## src/hw/rtl/gpsc_pkg.sv

```systemverilog
package gpsc_pkg;

  localparam int unsigned DepthBitsDefault = 8;

  localparam logic [7:0] SepReset  = 8'd47;

  localparam logic [7:0] ChBsl     = 8'd92;
  localparam logic [7:0] ChLbrk    = 8'd91;
  localparam logic [7:0] ChBang    = 8'd33;
  localparam logic [7:0] ChCaret   = 8'd94;
  localparam logic [7:0] ChRbrk    = 8'd93;
  localparam logic [7:0] ChLbrc    = 8'd123;
  localparam logic [7:0] ChRbrc    = 8'd125;

  typedef enum logic [5:0] {
    PhNormal  = 6'b000001,
    PhEscOut  = 6'b000010,
    PhClsOpen = 6'b000100,
    PhClsNeg  = 6'b001000,
    PhClsBody = 6'b010000,
    PhClsEsc  = 6'b100000
  } phase_e;

  typedef struct packed {
    logic       valid;
    logic [7:0] pattern_byte;
    logic       end_of_pattern;
  } in_req_t;

endpackage

```

## src/hw/rtl/glob_pattern_syntax_check_unit.sv

```systemverilog
// glob pattern syntax checker
// input channel: one pattern byte per request (pattern_byte_i), with
//   end_of_pattern_i set on the final byte; in_valid_i / in_stall_o
// output channel: one verdict per pattern (pattern_valid_o), out_valid_o /
//   out_stall_i; bytes other than the last produce no output request
// config channel: cfg_valid_i / cfg_ready_o with the path separator byte;
//   always ready, write only while no pattern byte is in flight
// throughput: one byte per cycle while no final byte waits on a stalled
//   output; the phase and brace depth update lies between the input register
//   and the verdict register, which registers and presents the verdict of
//   the last byte
// reset: separator returns to '/', scan state and depth clear, both
//   channels empty
// when the receiver stalls, the verdict holds; further non-final bytes keep
//   flowing, and a second final byte waits in the input register, which
//   then stalls the sender
module glob_pattern_syntax_check_unit #(
  parameter int unsigned DepthBits = gpsc_pkg::DepthBitsDefault
) (
  input  logic       clk_i,
  input  logic       rst_ni,
  input  logic       in_valid_i,
  output logic       in_stall_o,
  input  logic [7:0] pattern_byte_i,
  input  logic       end_of_pattern_i,
  output logic       out_valid_o,
  input  logic       out_stall_i,
  output logic       pattern_valid_o,
  input  logic       cfg_valid_i,
  output logic       cfg_ready_o,
  input  logic [7:0] cfg_path_separator_i
);

  gpsc_pkg::in_req_t req;
  logic              advance;
  logic              out_free;
  logic              verdict;
  logic [7:0]        sep_q;

  assign cfg_ready_o = 1'b1;

  always_ff @(posedge clk_i or negedge rst_ni) begin
    if (!rst_ni) begin
      sep_q <= gpsc_pkg::SepReset;
    end else if (cfg_valid_i && cfg_ready_o) begin
      sep_q <= cfg_path_separator_i;
    end
  end

  assign advance = req.valid && (out_free || !req.end_of_pattern);

  gpsc_in_reg u_in_reg (
    .clk_i            (clk_i),
    .rst_ni           (rst_ni),
    .in_valid_i       (in_valid_i),
    .pattern_byte_i   (pattern_byte_i),
    .end_of_pattern_i (end_of_pattern_i),
    .advance_i        (advance),
    .in_stall_o       (in_stall_o),
    .req_o            (req)
  );

  gpsc_scanner #(
    .DepthBits (DepthBits)
  ) u_scanner (
    .clk_i     (clk_i),
    .rst_ni    (rst_ni),
    .advance_i (advance),
    .req_i     (req),
    .sep_i     (sep_q),
    .verdict_o (verdict)
  );

  gpsc_out_reg u_out_reg (
    .clk_i           (clk_i),
    .rst_ni          (rst_ni),
    .load_i          (advance && req.end_of_pattern),
    .verdict_i       (verdict),
    .out_stall_i     (out_stall_i),
    .free_o          (out_free),
    .out_valid_o     (out_valid_o),
    .pattern_valid_o (pattern_valid_o)
  );

endmodule

```

## src/hw/rtl/gpsc_in_reg.sv

```systemverilog
module gpsc_in_reg (
  input  logic             clk_i,
  input  logic             rst_ni,
  input  logic             in_valid_i,
  input  logic [7:0]       pattern_byte_i,
  input  logic             end_of_pattern_i,
  input  logic             advance_i,
  output logic             in_stall_o,
  output gpsc_pkg::in_req_t req_o
);

  logic       valid_q, valid_d;
  logic [7:0] byte_q;
  logic       last_q;
  logic       take;

  assign in_stall_o = valid_q && !advance_i;
  assign take       = in_valid_i && !in_stall_o;

  always_comb begin
    valid_d = valid_q;
    if (take) begin
      valid_d = 1'b1;
    end else if (advance_i) begin
      valid_d = 1'b0;
    end
  end

  always_ff @(posedge clk_i or negedge rst_ni) begin
    if (!rst_ni) begin
      valid_q <= 1'b0;
    end else begin
      valid_q <= valid_d;
    end
  end

  always_ff @(posedge clk_i) begin
    if (take) begin
      byte_q <= pattern_byte_i;
      last_q <= end_of_pattern_i;
    end
  end

  assign req_o.valid          = valid_q;
  assign req_o.pattern_byte   = byte_q;
  assign req_o.end_of_pattern = last_q;

endmodule

```

## src/hw/rtl/gpsc_scanner.sv

```systemverilog
module gpsc_scanner #(
  parameter int unsigned DepthBits = gpsc_pkg::DepthBitsDefault
) (
  input  logic             clk_i,
  input  logic             rst_ni,
  input  logic             advance_i,
  input  gpsc_pkg::in_req_t req_i,
  input  logic [7:0]       sep_i,
  output logic             verdict_o
);

  gpsc_pkg::phase_e       phase_q, phase_d, phase_n;
  logic [DepthBits-1:0]   depth_q, depth_d, depth_n;
  logic                   fail_q, fail_d, fail_n;
  logic [7:0]             b;
  logic                   sep_bsl;
  gpsc_pkg::phase_e       body_phase;

  assign b       = req_i.pattern_byte;
  assign sep_bsl = (sep_i == gpsc_pkg::ChBsl);

  // next phase for a byte inside a class body
  always_comb begin
    if (!sep_bsl && b == gpsc_pkg::ChBsl) begin
      body_phase = gpsc_pkg::PhClsEsc;
    end else if (b == gpsc_pkg::ChRbrk) begin
      body_phase = gpsc_pkg::PhNormal;
    end else begin
      body_phase = gpsc_pkg::PhClsBody;
    end
  end

  always_comb begin
    phase_n = phase_q;
    depth_n = depth_q;
    fail_n  = fail_q;
    case (phase_q)
      gpsc_pkg::PhEscOut: begin
        phase_n = gpsc_pkg::PhNormal;
      end
      gpsc_pkg::PhClsOpen: begin
        if (b == gpsc_pkg::ChBang || b == gpsc_pkg::ChCaret) begin
          phase_n = gpsc_pkg::PhClsNeg;
        end else if (b == gpsc_pkg::ChRbrk) begin
          fail_n  = 1'b1;
          phase_n = gpsc_pkg::PhNormal;
        end else begin
          phase_n = body_phase;
        end
      end
      gpsc_pkg::PhClsNeg: begin
        if (b == gpsc_pkg::ChRbrk) begin
          fail_n  = 1'b1;
          phase_n = gpsc_pkg::PhNormal;
        end else begin
          phase_n = body_phase;
        end
      end
      gpsc_pkg::PhClsBody: begin
        phase_n = body_phase;
      end
      gpsc_pkg::PhClsEsc: begin
        phase_n = gpsc_pkg::PhClsBody;
      end
      default: begin
        phase_n = gpsc_pkg::PhNormal;
        if (b == gpsc_pkg::ChBsl) begin
          if (sep_bsl) begin
            phase_n = gpsc_pkg::PhEscOut;
          end
        end else if (b == gpsc_pkg::ChLbrk) begin
          phase_n = gpsc_pkg::PhClsOpen;
        end else if (b == gpsc_pkg::ChLbrc) begin
          if (depth_q == {DepthBits{1'b1}}) begin
            fail_n = 1'b1;
          end else begin
            depth_n = depth_q + 1'b1;
          end
        end else if (b == gpsc_pkg::ChRbrc) begin
          if (depth_q == '0) begin
            fail_n = 1'b1;
          end else begin
            depth_n = depth_q - 1'b1;
          end
        end
      end
    endcase
  end

  assign verdict_o = !fail_n && (phase_n == gpsc_pkg::PhNormal) && (depth_n == '0);

  always_comb begin
    phase_d = phase_q;
    depth_d = depth_q;
    fail_d  = fail_q;
    if (advance_i) begin
      if (req_i.end_of_pattern) begin
        phase_d = gpsc_pkg::PhNormal;
        depth_d = '0;
        fail_d  = 1'b0;
      end else begin
        phase_d = phase_n;
        depth_d = depth_n;
        fail_d  = fail_n;
      end
    end
  end

  always_ff @(posedge clk_i or negedge rst_ni) begin
    if (!rst_ni) begin
      phase_q <= gpsc_pkg::PhNormal;
      depth_q <= '0;
      fail_q  <= 1'b0;
    end else begin
      phase_q <= phase_d;
      depth_q <= depth_d;
      fail_q  <= fail_d;
    end
  end

endmodule

```

## src/hw/rtl/gpsc_out_reg.sv

```systemverilog
module gpsc_out_reg (
  input  logic clk_i,
  input  logic rst_ni,
  input  logic load_i,
  input  logic verdict_i,
  input  logic out_stall_i,
  output logic free_o,
  output logic out_valid_o,
  output logic pattern_valid_o
);

  logic valid_q, valid_d;
  logic verdict_q;

  assign free_o = !valid_q || !out_stall_i;

  always_comb begin
    valid_d = valid_q;
    if (load_i) begin
      valid_d = 1'b1;
    end else if (!out_stall_i) begin
      valid_d = 1'b0;
    end
  end

  always_ff @(posedge clk_i or negedge rst_ni) begin
    if (!rst_ni) begin
      valid_q <= 1'b0;
    end else begin
      valid_q <= valid_d;
    end
  end

  always_ff @(posedge clk_i) begin
    if (load_i) begin
      verdict_q <= verdict_i;
    end
  end

  assign out_valid_o     = valid_q;
  assign pattern_valid_o = verdict_q;

endmodule
```

## config.mk

```make
export PLATFORM = sky130hd
export DESIGN_NAME = glob_pattern_syntax_check_unit
export DESIGN_NICKNAME = d
export VERILOG_FILES = /design/src/hw/rtl/gpsc_pkg.sv /design/src/hw/rtl/glob_pattern_syntax_check_unit.sv /design/src/hw/rtl/gpsc_in_reg.sv /design/src/hw/rtl/gpsc_scanner.sv /design/src/hw/rtl/gpsc_out_reg.sv
export SDC_FILE = /design/constraint.sdc
export NUM_CORES = 1
export LEC_CHECK = 0
export BUFFER_PORTS_ARGS = -buffer_cell sky130_fd_sc_hd__buf_4
export CORE_ASPECT_RATIO = 1.1
export CORE_UTILIZATION = 60
export CTS_BUF_LIST = sky130_fd_sc_hd__clkbuf_16
export DETAILED_ROUTE_END_ITERATION = 8
export PLACE_DENSITY = 0.86
export SYNTH_ARGS = -nofsm -noshare
export SYNTH_HDL_FRONTEND = slang
export SYNTH_HIERARCHICAL = 1
export SYNTH_SLANG_ARGS = --single-unit
```

## constraint.sdc

```tcl
create_clock -name clk_i -period 3.19 [get_ports clk_i]
set_input_delay 0.638 -clock clk_i [delete_from_list [all_inputs] [get_ports clk_i]]
set_output_delay 0.638 -clock clk_i [all_outputs]
set_load 0.01 [all_outputs]
```

Word-level counts from Yosys, hierarchy flattened
Index checks and enable logic that the tools add are counted.

Eq/ne operators: 16. Reduce and logical (&&, ||, !) cells: 22. Mux-type cells: 31. $add $sub $neg: 2.

Operators with widths (number): two-way mux 8 bit (8); equality test 8 x 7 -> 1 bit (second input constant) (7); two-way mux 6 bit (5); case mux 6 bit (5 select lines) (1); zero test 8 bit (2); two-way mux 1 bit (13); adder 8 x 1 -> 8 bit (second input constant) (1); equality test 8 x 6 -> 1 bit (second input constant) (1); equality test 8 bit (second input constant) (1); subtractor 8 x 1 -> 8 bit (second input constant) (1); logical AND 1 bit (7); zero test 1 bit (7); equality test 6 x 1 -> 1 bit (second input constant) (1); equality test 6 x 2 -> 1 bit (second input constant) (1); equality test 6 x 3 -> 1 bit (second input constant) (1); equality test 6 x 4 -> 1 bit (second input constant) (1); equality test 6 x 5 -> 1 bit (second input constant) (1); equality test 6 bit (second input constant) (1); two-way mux 5 bit (1); OR reduction 5 bit (1); logical OR 1 bit (3); two-way mux 3 bit (1); case mux 1 bit (3 select lines) (1); OR reduction 3 bit (1); other kinds (3) (3).

Input bits: 22. Flip-flop bits (word level): 35. Output and inout port bits: 4. Logic and storage cells: 80.

Logic depth before layout (Yosys ltp)
Depth after elaboration: 10. Mapped depth: 9. Gate-level depth less buffers: 9.

By module
The synthesis kept the hierarchy.

Modules (own cells, without submodules): gpsc_scanner (instances 1, cells each 191, sequential area each 376.6 um^2, area each 1545.2 um^2); glob_pattern_syntax_check_unit (instances 1, cells each 22, sequential area each 206.4 um^2, area each 366.6 um^2); gpsc_in_reg (instances 1, cells each 16, sequential area each 295.3 um^2, area each 342.8 um^2); gpsc_out_reg (instances 1, cells each 4, sequential area each 55.1 um^2, area each 66.3 um^2).

Worst setup path before layout
No wires, ideal clock.

Path type: input -> output. Start point: in out_stall_i. End point: out in_stall_o. Required time: 2.552 ns. Data arrival time: 1.479 ns. Path buffers: 0. Stages: 5. Slack: 1.073 ns. Path through: nand2_1 > inv_1 > a21boi_0 > nand2b_4 > inv_1.

Word-level cells in the longest chain between the ends: 6.

RTL lines: start: declaration (line glob_pattern_syntax_check_unit.sv:27) `input logic out_stall_i,`; zero test 1 bit (line gpsc_out_reg.sv:15) `assign free_o = !valid_q || !out_stall_i;`; logical OR 1 bit (line gpsc_out_reg.sv:15); logical OR 1 bit (line glob_pattern_syntax_check_unit.sv:50) `assign advance = req.valid && (out_free || !req.end_of_pattern);`; logical AND 1 bit (line glob_pattern_syntax_check_unit.sv:50); net advance (line glob_pattern_syntax_check_unit.sv:35) `logic advance;`; zero test 1 bit (line gpsc_in_reg.sv:17) `assign in_stall_o = valid_q && !advance_i;`; logical AND 1 bit (line gpsc_in_reg.sv:17); end: declaration (line glob_pattern_syntax_check_unit.sv:23) `output logic in_stall_o,`.

The timed path passes the listed nets, and every way through them passes these cells.

Worst setup path in the final report
Start point: reg u_in_reg.byte_q[2]. End point: reg u_out_reg.verdict_q, in the netlist u_out_reg/pattern_valid_o, data pin.

Word-level cells in the longest chain between the ends: 9. Elaborated cells between the ends (all ways): 33. Classes of those cells: 8 x eq/ne; 19 x mux; 6 x reduce/logical.

RTL lines: start: declaration (line gpsc_in_reg.sv:13) `logic [7:0] byte_q;`; start signal: assignment (line gpsc_in_reg.sv:39) `byte_q <= pattern_byte_i;`; equality test 8 x 7 -> 1 bit, on equally long branches; two-way mux 5 bit, or another cell as far along (line gpsc_scanner.sv:26) `end else if (b == gpsc_pkg::ChRbrk) begin`; two-way mux 6 bit or two-way mux 1 bit (tied branches) (line gpsc_scanner.sv:24, gpsc_scanner.sv:73); two-way mux 6 bit or two-way mux 1 bit (tied branches) (line gpsc_scanner.sv:44, gpsc_scanner.sv:52, gpsc_scanner.sv:71); two-way mux 6 bit or two-way mux 1 bit (tied branches) (line gpsc_scanner.sv:42, gpsc_scanner.sv:67); case mux 6 bit (5 select lines) or case mux 1 bit (3 select lines) (tied branches) (line gpsc_scanner.sv:37) `case (phase_q)`; equality test 6 x 1 -> 1 bit or zero test 1 bit (tied branches) (line gpsc_scanner.sv:90) `assign verdict_o = !fail_n && (phase_n == gpsc_pkg::PhNormal) && (depth_n == '0);`; logical AND 1 bit (line gpsc_scanner.sv:90); logical AND 1 bit * (line gpsc_scanner.sv:90); net verdict (line glob_pattern_syntax_check_unit.sv:37) `logic verdict;`; end signal: assignment (line gpsc_out_reg.sv:36) `verdict_q <= verdict_i;`; end: declaration (line gpsc_out_reg.sv:13) `logic verdict_q;`.

Mark *: on every way through the listed nets, which the timed path passes. The rest lies on a longest branch. A chain may end at the register's enable or synchronous reset.

==> run_results.csv <==
group,metric,value,unit
synth,synthTopCellsByArea,"dfrtp_1, edfxtp_1, dfstp_2",
synth,synth_area,2321,sq um
worst_setup_path,cp_data_required_time,3.21,ns
power_and_ir_drop,p_sw_share,26.50,%
worst_setup_path,endpoint_kind,"flop",
timing,worst_pin_slew,0.5926,ns
clock_network,cts_resized,0,
route,vias,1964,
placement,routabilityCongestion,0.9230,
synth,async_flop_share,71.43,%
synth,synth.avg_cell_area,9.961,sq um
route,drc,0,
synth,netlist.top_cell.by_area,"dfrtp_1",
clock_network,cts_buffer_depth,2,
power_and_ir_drop,combPwrFrac,18.2,%
placement,dp_cells,298,
power_and_ir_drop,switchingPower,321.3,uW
final_layout,layout-drive-gt1-share,23.83,%
power_and_ir_drop,p_leak,0.001061,uW
timing,rsz0062_at_grt,"false",
final_layout,diodes,0,
clock_network,cts_hold_buf,0,
synth,yosys.cell_types.count,67,
floorplanning,die_area,4121,sq um
route,wl,5491,microns
clock_network,clockRootBuffer,"clkbuf_16",
route,dr.pass1.iters,4,
power_and_ir_drop,irDropWorstVdd,0.4280,mV
synth,yosys-top-cells-count,"dfrtp_1, nand2_1, inv_1",
timing,fin_tns_setup,0,ns
final_layout,num-fill-cells,285,
synth,synth_edf_count,10,
clock_network,cts_buffers,5,
route,post_drt_wl_per_cell,17.94,microns
global_routing,use_met2,46.88,%
outcome,outcome,"complete, no violations",
timing,slew_viol_final,0,
global_routing,grt_pass1_wl,8894,microns
global_routing,antenna_found_initial,0,
worst_setup_path,crit_type,"reg -> reg",
final_layout,multi_input_area,1249,sq um
worst_setup_path,arrival,2.43,ns
timing,skew,0.004317,ns
floorplanning,die_h,67.23,microns
flow_run,max_cap_viol_count,0,
global_routing,grt_pass1_vias,1913,
global_routing,grt_use_met1,39.14,%
min_path,min_path_type,"in -> async",
timing,final-hold-violation-count,0,
final_layout,area_growth,13.26,%
route,routed_via_density,6.418,
synth,syn_inst,233,
global_routing,track_usage,29.64,%
placement,hpwl,4077,microns
power_and_ir_drop,pwr-share-seq,44.1,%
power_and_ir_drop,intPower,891.1,uW
timing,final_period_minus_worst_setup_slack,2.408,ns
final_layout,num-nets-final,280,
timing,fmax,415.3,MHz
global_routing,busiest_layer,"met2",
placement,place_ws,0.8917,ns
floorplanning,std_cell_rows,23,
synth,ys_ff_latch,35,
floorplanning,initial_core_util,63.01,%
timing,finalCritPeriodShare,75.48,%
timing,setup_violations,0,
placement,port_buffers,24,
floorplanning,io_pins,26,
clock_network,cts_tree,"done",
synth,netlist.area_leader.share,20.49,%
clock_network,path_clk_slew,0.05,ns
timing,max_slew_margin,60.13,%
synth,synth_seq_area_share,40.22,%
clock_network,worstSkewPairLatency,0.27,ns
worst_setup_path,worst_setup_path_start_kind,"flop",
power_and_ir_drop,power.density,461.2,nW/um^2
global_routing,met3_usage,4.215,%
synth,synthFlopType,"dfrtp_1",
floorplanning,core,3684,sq um
timing,setup_ws,0.7820,ns
route,drt_iter0_drc,210,
global_routing,gr-total-overflow,0,
clock_network,htreeDepth,2,
clock_network,clock-sinks,35,
synth,syn-num-nets,258,
floorplanning,die_w,61.30,microns
route,ant_nets,0,
global_routing,grt_max_degree,26,
power_and_ir_drop,clockPowerShare,37.6,%
worst_setup_path,crit_path_max_fanout,8,
final_layout,final_util,71.37,%
synth,yosys_warnings,6,
clock_network,post-cts-setup-buffers,0,
final_layout,final_cells,306,
final_layout,regArea,933.4,sq um
## through the flow
stage / hold slack, ns / total power (uW) / instance area, sq um
2_1_floorplan: 0.3424 / 684.9 / 2321
3_3_place_gp: 0.4920 / 747.2 / 2489
5_1_grt: 0.2827 / 1255 / 2629
4_1_cts: 0.2740 / 1212 / 2629
6_report: 0.2604 / 1212 / 2629
3_5_place_dp: 0.4948 / 756.9 / 2489
## critical path, cell delays in order, from the launching register on
cell and delay (ns):
edfxtp_1 0.47, nand4b_1 0.33, nor2_1 0.37, o21ai_1 0.28
o2bb2ai_1 0.22, a211o_1 0.33, nand3_1 0.10, nor4_2 0.04
## routing by layer
metal,vias to the layer above,routed length (microns)
met2,79,2636
met3,16,279
li1,928,-
met1,941,2386
met5,-,0
met4,0,189
## cell type report
class	count	area share [%]
clock buffer	5	4.760
multi-input combinational	173	47.50
timing repair buffer	25	7.139
sequential	35	35.51
inverter	15	2.142
tap	50	2.380
clock inverter	3	0.5712
## registers in the layout, indices dropped and copies added (netlist names)
signal,count
u_in_reg/byte_q,8
u_scanner/depth_q,8
sep_q,8
u_scanner/fail_q,1
u_in_reg/last_q,1
u_in_reg/valid_q,1
u_out_reg/out_valid_o,1
u_scanner/phase_q,6
u_out_reg/pattern_valid_o,1
## cells by family (layout without fill, tap and decap cells)
family                     after synthesis  count (layout)  synth area share [%]
AOI/OAI and AO/OA                       64              64                 20.22
xor gates and xnor gates                 2               2                0.7549
DFF                                     35              35                 40.22
adders and majority gates                3               3                 1.617
and+or+nand+nor                         95              95                 25.88
muxes                                    8               8                 5.175
buffers and inverters                   25              48                 5.984
other                                    1               1                0.1616
## layout by cell type, fill, tap and decap left out, types with 3 or more instances in the layout
master	n
a21oi_1	11
nor3_1	4
o21ai_0	9
nor3b_1	4
nand4_1	6
o22ai_1	12
ha_1	3
dfrtp_1	19
dfstp_2	6
nand3_1	7
or3_1	4
nor2_1	13
clkbuf_16	5
nor4_1	4
buf_4	25
nand2_1	19
a21o_1	4
inv_1	15
nand2b_1	5
nand4b_1	3
mux2_4	8
edfxtp_1	10
## power by group through the flow
stage	Combinational, uW	Clock (uW)	Sequential (uW)
after floorplan	151	0	533
after global placement	208	0	539
after detailed placement	216	0	541
after CTS	219	459	534
after global routing	236	480	539
final	221	456	535
## final timing paths
path / start / endpoint / slack [ns] / depth (start not counted)
worst max-delay path: u_in_reg/byte_q[2] / u_out_reg/pattern_valid_o / 0.78 / 7
worst min-delay path: rst_ni / u_in_reg/valid_q / 0.26 / 1
worst max register to register: u_in_reg/byte_q[2] / u_out_reg/pattern_valid_o / 0.78 / 7
worst min register to register: sep_q[7] / sep_q[7] / 0.52 / 1
max in group asynchronous: rst_ni / sep_q[1] / 2.64 / 1
min in group clk_i: sep_q[7] / sep_q[7] / 0.52 / 1
(Power assumes the default switching activity.)
